[src/design/crts_pkg.sv]
// Shared types, command codes and saturating arithmetic for the clip and transform stack.
package crts_pkg;

	// Command codes
	localparam logic [2:0] ACT_PUSH_CLIP = 3'd0;
	localparam logic [2:0] ACT_POP_CLIP  = 3'd1;
	localparam logic [2:0] ACT_PUSH_XF   = 3'd2;
	localparam logic [2:0] ACT_POP_XF    = 3'd3;
	localparam logic [2:0] ACT_QUERY     = 3'd4;

	// Status codes
	localparam logic [1:0] STAT_OK    = 2'd0;
	localparam logic [1:0] STAT_FULL  = 2'd1;
	localparam logic [1:0] STAT_EMPTY = 2'd2;

	// Configuration register indexes
	localparam logic [0:0] CFG_VP_WIDTH  = 1'b0;
	localparam logic [0:0] CFG_VP_HEIGHT = 1'b1;

	localparam int CFG_DW = 15;

	localparam logic [CFG_DW-1:0] VP_WIDTH_RST  = 15'd1920;
	localparam logic [CFG_DW-1:0] VP_HEIGHT_RST = 15'd1080;
	localparam logic [7:0]        FULL_OPACITY  = 8'd255;

	typedef struct packed {
		logic [2:0]         action;
		logic signed [15:0] rect_left;
		logic signed [15:0] rect_top;
		logic signed [15:0] rect_right;
		logic signed [15:0] rect_bottom;
		logic signed [15:0] shift_x;
		logic signed [15:0] shift_y;
		logic [7:0]         opacity_in;
	} cmd_t;

	typedef struct packed {
		logic signed [15:0] out_left;
		logic signed [15:0] out_top;
		logic signed [15:0] out_right;
		logic signed [15:0] out_bottom;
		logic               scissor_set;
		logic [7:0]         opacity_now;
		logic [1:0]         status;
	} res_t;

	typedef struct packed {
		logic signed [15:0] l;
		logic signed [15:0] t;
		logic signed [15:0] r;
		logic signed [15:0] b;
	} rect_t;

	typedef struct packed {
		logic signed [15:0] x;
		logic signed [15:0] y;
		logic [7:0]         op;
	} xform_t;

	// Add with clamp to the signed 16-bit range
	function automatic logic signed [15:0] sat_add(input logic signed [15:0] a,
		input logic signed [15:0] b);
		logic signed [16:0] s;
		s = $signed({a[15], a}) + $signed({b[15], b});
		if (s[16] != s[15]) begin
			return s[16] ? 16'sh8000 : 16'sh7fff;
		end
		return s[15:0];
	endfunction

	// Subtract with clamp to the signed 16-bit range
	function automatic logic signed [15:0] sat_sub(input logic signed [15:0] a,
		input logic signed [15:0] b);
		logic signed [16:0] s;
		s = $signed({a[15], a}) - $signed({b[15], b});
		if (s[16] != s[15]) begin
			return s[16] ? 16'sh8000 : 16'sh7fff;
		end
		return s[15:0];
	endfunction

	function automatic logic signed [15:0] smin(input logic signed [15:0] a,
		input logic signed [15:0] b);
		return (a < b) ? a : b;
	endfunction

	function automatic logic signed [15:0] smax(input logic signed [15:0] a,
		input logic signed [15:0] b);
		return (a > b) ? a : b;
	endfunction

endpackage

[src/design/crts_ram.sv]
// Generic single write port RAM with one registered read port.
module crts_ram #(
	parameter int WIDTH = 64,
	parameter int DEPTH = 16,
	localparam int AW = (DEPTH > 1) ? $clog2(DEPTH) : 1
) (
	input  logic             clk,
	input  logic             we,
	input  logic [AW-1:0]    waddr,
	input  logic [WIDTH-1:0] wdata,
	input  logic [AW-1:0]    raddr,
	output logic [WIDTH-1:0] rdata
);

	logic [WIDTH-1:0] mem [DEPTH];

	// Write one beat, register the read word
	always_ff @(posedge clk) begin
		if (we) begin
			mem[waddr] <= wdata;
		end
		rdata <= mem[raddr];
	end

endmodule

[src/design/clip_rect_transform_stack_core.sv]
// Scissor clip stack and translation/opacity stack, one command per cycle.
//
// Usage:
//   A command beat (cmd) is taken at a rising edge where start is high and
//   busy is low; busy stays low, so a command may be issued every cycle.
//   The command is registered, worked in the next cycle against the stack
//   tops, and its result beat is registered onto result with done high
//   for exactly one cycle. Throughput is one command per cycle. Each
//   command produces one result.
//   The receiver cannot hold results off: a result is valid only in its
//   done cycle. Stack tops live in registers; the entries beneath sit in
//   one RAM per stack, whose read port always prefetches the entry under
//   the top so that back-to-back pops find it ready.
//   Viewport width and height are written through cfg_we/cfg_index/cfg_data
//   while no command is in flight.
//   Reset (arst_n low) empties the clip stack, leaves only the base
//   transform (zero offset, full opacity) and restores the viewport to
//   1920 by 1080. No clearing pass is needed; commands are taken at once.
module clip_rect_transform_stack_core #(
	parameter int CLIP_DEPTH  = 16,
	parameter int XFORM_DEPTH = 16
) (
	input  logic                       clk,
	input  logic                       arst_n,
	input  logic                       start,
	output logic                       busy,
	input  crts_pkg::cmd_t             cmd,
	output logic                       done,
	output crts_pkg::res_t             result,
	input  logic                       cfg_we,
	input  logic [0:0]                 cfg_index,
	input  logic [crts_pkg::CFG_DW-1:0] cfg_data
);

	localparam int CAW = (CLIP_DEPTH > 1) ? $clog2(CLIP_DEPTH) : 1;
	localparam int CCW = $clog2(CLIP_DEPTH + 2);
	localparam int XAW = $clog2(XFORM_DEPTH);
	localparam int XCW = $clog2(XFORM_DEPTH + 2);

	localparam crts_pkg::xform_t XF_BASE = '{x: 16'sd0, y: 16'sd0,
		op: crts_pkg::FULL_OPACITY};

	// Input and result registers
	crts_pkg::cmd_t cmd_s1;
	logic           vld_s1;
	crts_pkg::res_t res_q;
	logic           done_q;
	crts_pkg::res_t res_d;

	// Configuration
	logic [crts_pkg::CFG_DW-1:0] vp_w_q;
	logic [crts_pkg::CFG_DW-1:0] vp_h_q;

	// Stack state
	logic [CCW-1:0]   clip_cnt_q, clip_cnt_d;
	crts_pkg::rect_t  clip_top_q, clip_top_d;
	crts_pkg::rect_t  clip_under;
	logic             clip_we;
	logic [CAW-1:0]   clip_raddr;
	logic [XCW-1:0]   xf_cnt_q, xf_cnt_d;
	crts_pkg::xform_t xf_top_q, xf_top_d;
	crts_pkg::xform_t xf_rd, xf_under;
	logic             xf_we;
	logic [XAW-1:0]   xf_raddr;

	// Datapath terms
	crts_pkg::rect_t  view, cur_clip, tr, isect, push_rect, pop_rect, vis;
	crts_pkg::xform_t xf_new;
	logic             clip_full, xf_full;

	assign busy   = 1'b0;
	assign done   = done_q;
	assign result = res_q;

	// Register the command beat
	always_ff @(posedge clk or negedge arst_n) begin
		if (!arst_n) begin
			vld_s1 <= 1'b0;
		end else begin
			vld_s1 <= start && !busy;
		end
	end

	always_ff @(posedge clk) begin
		if (start && !busy) begin
			cmd_s1 <= cmd;
		end
	end

	// Write viewport registers
	always_ff @(posedge clk or negedge arst_n) begin
		if (!arst_n) begin
			vp_w_q <= crts_pkg::VP_WIDTH_RST;
			vp_h_q <= crts_pkg::VP_HEIGHT_RST;
		end else if (cfg_we) begin
			unique case (cfg_index)
				crts_pkg::CFG_VP_WIDTH:  vp_w_q <= cfg_data;
				crts_pkg::CFG_VP_HEIGHT: vp_h_q <= cfg_data;
				default: ;
			endcase
		end
	end

	// Form rectangle candidates
	always_comb begin
		view.l = 16'sd0;
		view.t = 16'sd0;
		view.r = $signed({1'b0, vp_w_q});
		view.b = $signed({1'b0, vp_h_q});

		cur_clip = (clip_cnt_q != '0) ? clip_top_q : view;

		tr.l = crts_pkg::sat_add(cmd_s1.rect_left,   xf_top_q.x);
		tr.t = crts_pkg::sat_add(cmd_s1.rect_top,    xf_top_q.y);
		tr.r = crts_pkg::sat_add(cmd_s1.rect_right,  xf_top_q.x);
		tr.b = crts_pkg::sat_add(cmd_s1.rect_bottom, xf_top_q.y);

		isect.l = crts_pkg::smin(crts_pkg::smax(clip_top_q.l, tr.l), tr.r);
		isect.t = crts_pkg::smin(crts_pkg::smax(clip_top_q.t, tr.t), tr.b);
		isect.r = crts_pkg::smax(crts_pkg::smin(clip_top_q.r, tr.r), tr.l);
		isect.b = crts_pkg::smax(crts_pkg::smin(clip_top_q.b, tr.b), tr.t);

		push_rect = (clip_cnt_q != '0) ? isect : tr;
		pop_rect  = (clip_cnt_q >= CCW'(2)) ? clip_under : view;

		vis.l = crts_pkg::sat_sub(cur_clip.l, xf_top_q.x);
		vis.t = crts_pkg::sat_sub(cur_clip.t, xf_top_q.y);
		vis.r = crts_pkg::sat_sub(cur_clip.r, xf_top_q.x);
		vis.b = crts_pkg::sat_sub(cur_clip.b, xf_top_q.y);

		xf_new.x  = crts_pkg::sat_add(xf_top_q.x, cmd_s1.shift_x);
		xf_new.y  = crts_pkg::sat_add(xf_top_q.y, cmd_s1.shift_y);
		xf_new.op = cmd_s1.opacity_in;

		xf_under  = (xf_cnt_q == XCW'(2)) ? XF_BASE : xf_rd;
		clip_full = clip_cnt_q >= CCW'(CLIP_DEPTH);
		xf_full   = xf_cnt_q >= XCW'(XFORM_DEPTH);
	end

	// Decode the command, update the stacks and build the result
	always_comb begin
		clip_cnt_d = clip_cnt_q;
		clip_top_d = clip_top_q;
		clip_we    = 1'b0;
		xf_cnt_d   = xf_cnt_q;
		xf_top_d   = xf_top_q;
		xf_we      = 1'b0;
		res_d      = '0;
		res_d.opacity_now = xf_top_q.op;
		res_d.status      = crts_pkg::STAT_OK;
		if (vld_s1) begin
			unique case (cmd_s1.action)
				crts_pkg::ACT_PUSH_CLIP: begin
					if (clip_full) begin
						res_d.status = crts_pkg::STAT_FULL;
					end else begin
						clip_we     = 1'b1;
						clip_cnt_d  = clip_cnt_q + CCW'(1);
						clip_top_d  = push_rect;
						res_d.out_left    = push_rect.l;
						res_d.out_top     = push_rect.t;
						res_d.out_right   = push_rect.r;
						res_d.out_bottom  = push_rect.b;
						res_d.scissor_set = 1'b1;
					end
				end
				crts_pkg::ACT_POP_CLIP: begin
					if (clip_cnt_q == '0) begin
						res_d.status = crts_pkg::STAT_EMPTY;
					end else begin
						clip_cnt_d  = clip_cnt_q - CCW'(1);
						clip_top_d  = clip_under;
						res_d.out_left    = pop_rect.l;
						res_d.out_top     = pop_rect.t;
						res_d.out_right   = pop_rect.r;
						res_d.out_bottom  = pop_rect.b;
						res_d.scissor_set = 1'b1;
					end
				end
				crts_pkg::ACT_PUSH_XF: begin
					if (xf_full) begin
						res_d.status = crts_pkg::STAT_FULL;
					end else begin
						xf_we    = 1'b1;
						xf_cnt_d = xf_cnt_q + XCW'(1);
						xf_top_d = xf_new;
						res_d.opacity_now = xf_new.op;
					end
				end
				crts_pkg::ACT_POP_XF: begin
					if (xf_cnt_q <= XCW'(1)) begin
						res_d.status = crts_pkg::STAT_EMPTY;
					end else begin
						xf_cnt_d = xf_cnt_q - XCW'(1);
						xf_top_d = xf_under;
						res_d.opacity_now = xf_under.op;
					end
				end
				crts_pkg::ACT_QUERY: begin
					res_d.out_left   = vis.l;
					res_d.out_top    = vis.t;
					res_d.out_right  = vis.r;
					res_d.out_bottom = vis.b;
				end
				default: ;
			endcase
		end
	end

	// Prefetch the entry under the next top
	always_comb begin
		clip_raddr = (clip_cnt_d >= CCW'(2)) ? CAW'(clip_cnt_d - CCW'(2)) : '0;
		xf_raddr   = (xf_cnt_d >= XCW'(2)) ? XAW'(xf_cnt_d - XCW'(2)) : '0;
	end

	// Hold stack counts and tops
	always_ff @(posedge clk or negedge arst_n) begin
		if (!arst_n) begin
			clip_cnt_q <= '0;
			xf_cnt_q   <= XCW'(1);
			xf_top_q   <= XF_BASE;
		end else begin
			clip_cnt_q <= clip_cnt_d;
			xf_cnt_q   <= xf_cnt_d;
			xf_top_q   <= xf_top_d;
		end
	end

	always_ff @(posedge clk) begin
		clip_top_q <= clip_top_d;
	end

	// Register the result beat
	always_ff @(posedge clk or negedge arst_n) begin
		if (!arst_n) begin
			done_q <= 1'b0;
		end else begin
			done_q <= vld_s1;
		end
	end

	always_ff @(posedge clk) begin
		res_q <= res_d;
	end

	crts_ram #(
		.WIDTH($bits(crts_pkg::rect_t)),
		.DEPTH(CLIP_DEPTH)
	) u_clip_ram (
		.clk  (clk),
		.we   (clip_we),
		.waddr(clip_cnt_q[CAW-1:0]),
		.wdata(push_rect),
		.raddr(clip_raddr),
		.rdata(clip_under)
	);

	crts_ram #(
		.WIDTH($bits(crts_pkg::xform_t)),
		.DEPTH(XFORM_DEPTH)
	) u_xf_ram (
		.clk  (clk),
		.we   (xf_we),
		.waddr(xf_cnt_q[XAW-1:0]),
		.wdata(xf_new),
		.raddr(xf_raddr),
		.rdata(xf_rd)
	);

endmodule

[config.mk]
export PLATFORM = sky130hd
export DESIGN_NAME = clip_rect_transform_stack_core
export DESIGN_NICKNAME = d
export VERILOG_FILES = /design/src/design/crts_pkg.sv /design/src/design/crts_ram.sv /design/src/design/clip_rect_transform_stack_core.sv
export SDC_FILE = /design/constraint.sdc
export NUM_CORES = 2
export LEC_CHECK = 0
export BUFFER_PORTS_ARGS = -buffer_cell sky130_fd_sc_hd__buf_4
export CAP_MARGIN = 30
export CORE_MARGIN = 8
export CORE_UTILIZATION = 55
export CTS_CLUSTER_DIAMETER = 150
export DETAILED_ROUTE_END_ITERATION = 7
export PLACE_DENSITY = 0.78
export SLEW_MARGIN = 5
export SYNTH_ARGS = -nofsm -noshare
export SYNTH_HDL_FRONTEND = slang
export SYNTH_SLANG_ARGS = --single-unit
[constraint.sdc]
create_clock -name clk -period 20.4 [get_ports clk]
set_clock_uncertainty 0.15 [all_clocks]
set_input_delay 3.06 -clock clk [delete_from_list [all_inputs] [get_ports clk]]
set_output_delay 3.06 -clock clk [all_outputs]
set_load 0.02 [all_outputs]
==> run_results.csv <==
group,metric,value,unit
setup_path,critPathCaptureType,"flop",
layout,layout-drive-gt1-share,11.87,%
placed_design,dp_cells,9903,
global_routing,grt_pass1_vias,64150,
route,drt-total-wl,285800,µm
logic_synthesis,synth_edf_count,1835,
logic_synthesis,synth_cells,7682,
logic_synthesis,ys_seq_elements,2096,
logic_synthesis,synthFlopType,"edfxtp_1",
timing,finalSetupViolCount,0,
global_routing,antenna_found_initial,16,
setup_path,critPathTopFamily,"compound AO/OA/AOI/OAI gates",
setup_path,worstSetupStartpointType,"flop",
floorplan,die-area,186000,µm²
setup_path,cp.arrival,12.29,ns
timing,hold_violations,0,
clock_tree,ctsLongestPathBuffers,3,
run_status,status,"complete, but fails checks",
clock_tree,cts_made_buffers,200,
logic_synthesis,avgSynthCellArea,12.35,µm²
setup_path,max_stage_delay,0.94,ns
logic_synthesis,async_flop_share,3.912,%
route,routed_via_density,6.512,
clock_tree,clock_latency,0.87,ns
clock_tree,cts-root-buf,"clkbuf_16",
logic_synthesis,synth_warnings,0,
placed_design,portBuffers,202,
layout,stdcell_count,10310,
timing,tightest_slew,1.072,ns
timing,slew_headroom,28.53,%
logic_synthesis,syn_area,94860,µm²
logic_synthesis,syn-num-nets,8120,
clock_tree,ctsResizeCount,0,
logic_synthesis,synth_top_area_share,58.09,%
setup_path,cpMostUsedCell,"a21oi_1",
global_routing,grt_max_degree,202,
placed_design,place_congestion,0.9927,
setup_path,crit_buf_inv,1,
clock_tree,tritoncts,"done",
worst_hold_path,hp-class,"reg -> reg",
placed_design,hpwl,177900,µm
floorplan,io_pins,204,
logic_synthesis,ys_types,109,
global_routing,grt.overflow.total,0,
logic_synthesis,synth_largest_area_cell,"edfxtp_1",
logic_synthesis,synth_area_leaders,"edfxtp_1, a211oi_1, nand2_1",
route,first_pass_iters,8,
clock_tree,cts_setup_buffers,0,
setup_path,cp_max_fo,32,
setup_path,crit_path_top_delay_cell,"a211oi_2",
floorplan,core,171500,µm²
clock_tree,clock-sinks,2096,
timing,drv_slew,0,
flow_run,cap_violations,0,
timing,period_share,57.41,%
timing,tns,0,ns
global_routing,grtUsageTotal,29.44,%
route,vias,67170,
floorplan,die_w,431.3,µm
layout,syn2layout_area_growth,12.46,%
floorplan,initial_core_util,55.30,%
clock_tree,ctsHoldBuffers,0,
layout,finalNetCount,8257,
global_routing,grt_pass1_wl,413900,µm
run_status,violations,"design-rule violations",
route,ant_nets,0,
route,first_iter_violations,8716,
floorplan,die_h,431.3,µm
timing,period_minus_slack,11.71,ns
floorplan,rows,152,
logic_synthesis,ys_seq_area_share,64.05,%
route,avgRoutedWirePerCell,27.71,µm
timing,fmax,85.38,MHz
clock_tree,h-tree-depth,4,
timing,grt_setup_unrepaired,"false",
clock_tree,cts.clk_slew.worst_paths,0.06,ns
setup_path,cp.required,20.97,ns
route,drc,4,
setup_path,worstSetupPathType,"reg -> reg",
placed cells by master (no fill, tap or decap), drive strengths merged, types with 198 or more instances in the layout:
cell type and instances:
a211oi 564, a21oi 439, a311oi 210, a31oi 235, and2 389, buf 419
clkbuf 284, edfxtp 1835, ha 301, inv 198, nand2 1116, nor2 275
o21ai 206
Yosys cell counts, types with 60 or more instances:
cell type and count:
xnor2_1 74, a31oi_1 235, o21a_1 62, o21ai_0 195, nor2_1 275, buf_2 60
and2_1 331, nand2_1 1114, mux2_2 80, dfrtp_1 65, edfxtp_1 1835, a311oi_1 210
ha_1 301, a211oi_1 560, a21oi_1 438, clkbuf_1 394, inv_1 190, dfxtp_1 179
and3_1 92, nor3_1 83, a21o_1 89
worst register-to-register path: cells and delay by family (launching register included):
| kind | cells | cell delay [ns] |
|---|---|---|
| flops | 1 | 0.46 |
| simple gates | 10 | 1.88 |
| buf+inv | 1 | 0.18 |
| mux | 1 | 0.31 |
| fa+ha+maj | 4 | 1.60 |
| compound gates | 25 | 6.96 |
| xor+xnor | 1 | 0.08 |
sequential cells by signal, indices dropped and copies added, names as in the netlist:
signal and flops:
clip_cnt_q 5, clip_top_q 64, cmd_s1 107, done 1, result 75, u_clip_ram.mem 1024, u_clip_ram.rdata 64, u_xf_ram.mem 640
u_xf_ram.rdata 40, vld_s1 1, vp_h_q 15, vp_w_q 15, xf_cnt_q 5, xf_top_q 40
final cells by class:
cell class / instances / area (µm²)
antenna: 7 / 17.52
inverter: 191 / 716.9
clock buffer: 282 / 5585
fill: 12550 / 64860
tap: 2310 / 2890
sequential: 2096 / 60760
multi-input combinational: 4909 / 31910
timing repair buffer: 421 / 3560
clock inverter: 98 / 1245
final timing paths:
| check | startpoint | to | slack (ns) | cells after the start |
|---|---|---|---|---|
| setup / recovery | xf_top_q[25]$_DFFE_PN0P_ | clip_top_q[28]$_DFFE_PP_ | 8.69 | 42 |
| hold / removal | u_xf_ram.rdata[39]$_DFF_P_ | xf_top_q[39]$_DFFE_PN0P_ | 0.34 | 2 |
| min in group asynchronous | arst_n | xf_top_q[36]$_DFFE_PN0P_ | 2.01 | 1 |
| max in group asynchronous | arst_n | xf_top_q[10]$_DFFE_PN0P_ | 16.87 | 2 |
| hold reg to reg | u_xf_ram.rdata[39]$_DFF_P_ | xf_top_q[39]$_DFFE_PN0P_ | 0.34 | 2 |
| setup reg to reg | xf_top_q[25]$_DFFE_PN0P_ | clip_top_q[28]$_DFFE_PP_ | 8.69 | 42 |
through the flow:
stage	util (%)	cell area (µm²)	worst slack, ns	hold WS [ns]
floorplan	-	94860	10.71	0.2019
global placement	57.78	99120	8.589	0.2990
detailed placement	57.95	99400	8.913	0.3088
CTS	61.93	106200	8.933	0.3431
global route	62.19	106700	7.996	0.3702
finish	62.19	106700	8.688	0.3439
routing by layer:
metal | GRT usage [%] | wire length [µm]
met3 | 5.008 | 26950
met1 | 39.56 | 110400
met4 | 15.70 | 17630
met5 | 0 | 45
met2 | 46.19 | 130700
logic make-up after synthesis:
logic type	Yosys count	share of synthesized area, %
and+or+nand+nor	2214	10.86
AOI/OAI and AO/OA	2157	15.78
DFF	2096	64.05
buffers and inverters	677	2.766
adders and majority gates	318	4.255
xor gates and xnor gates	111	1.039
muxes	108	1.252
other	1	0.003953
Power is left out: the tool's default activity adds up to more than one toggle a clock period on the data nets, which glitch-free logic cannot reach.
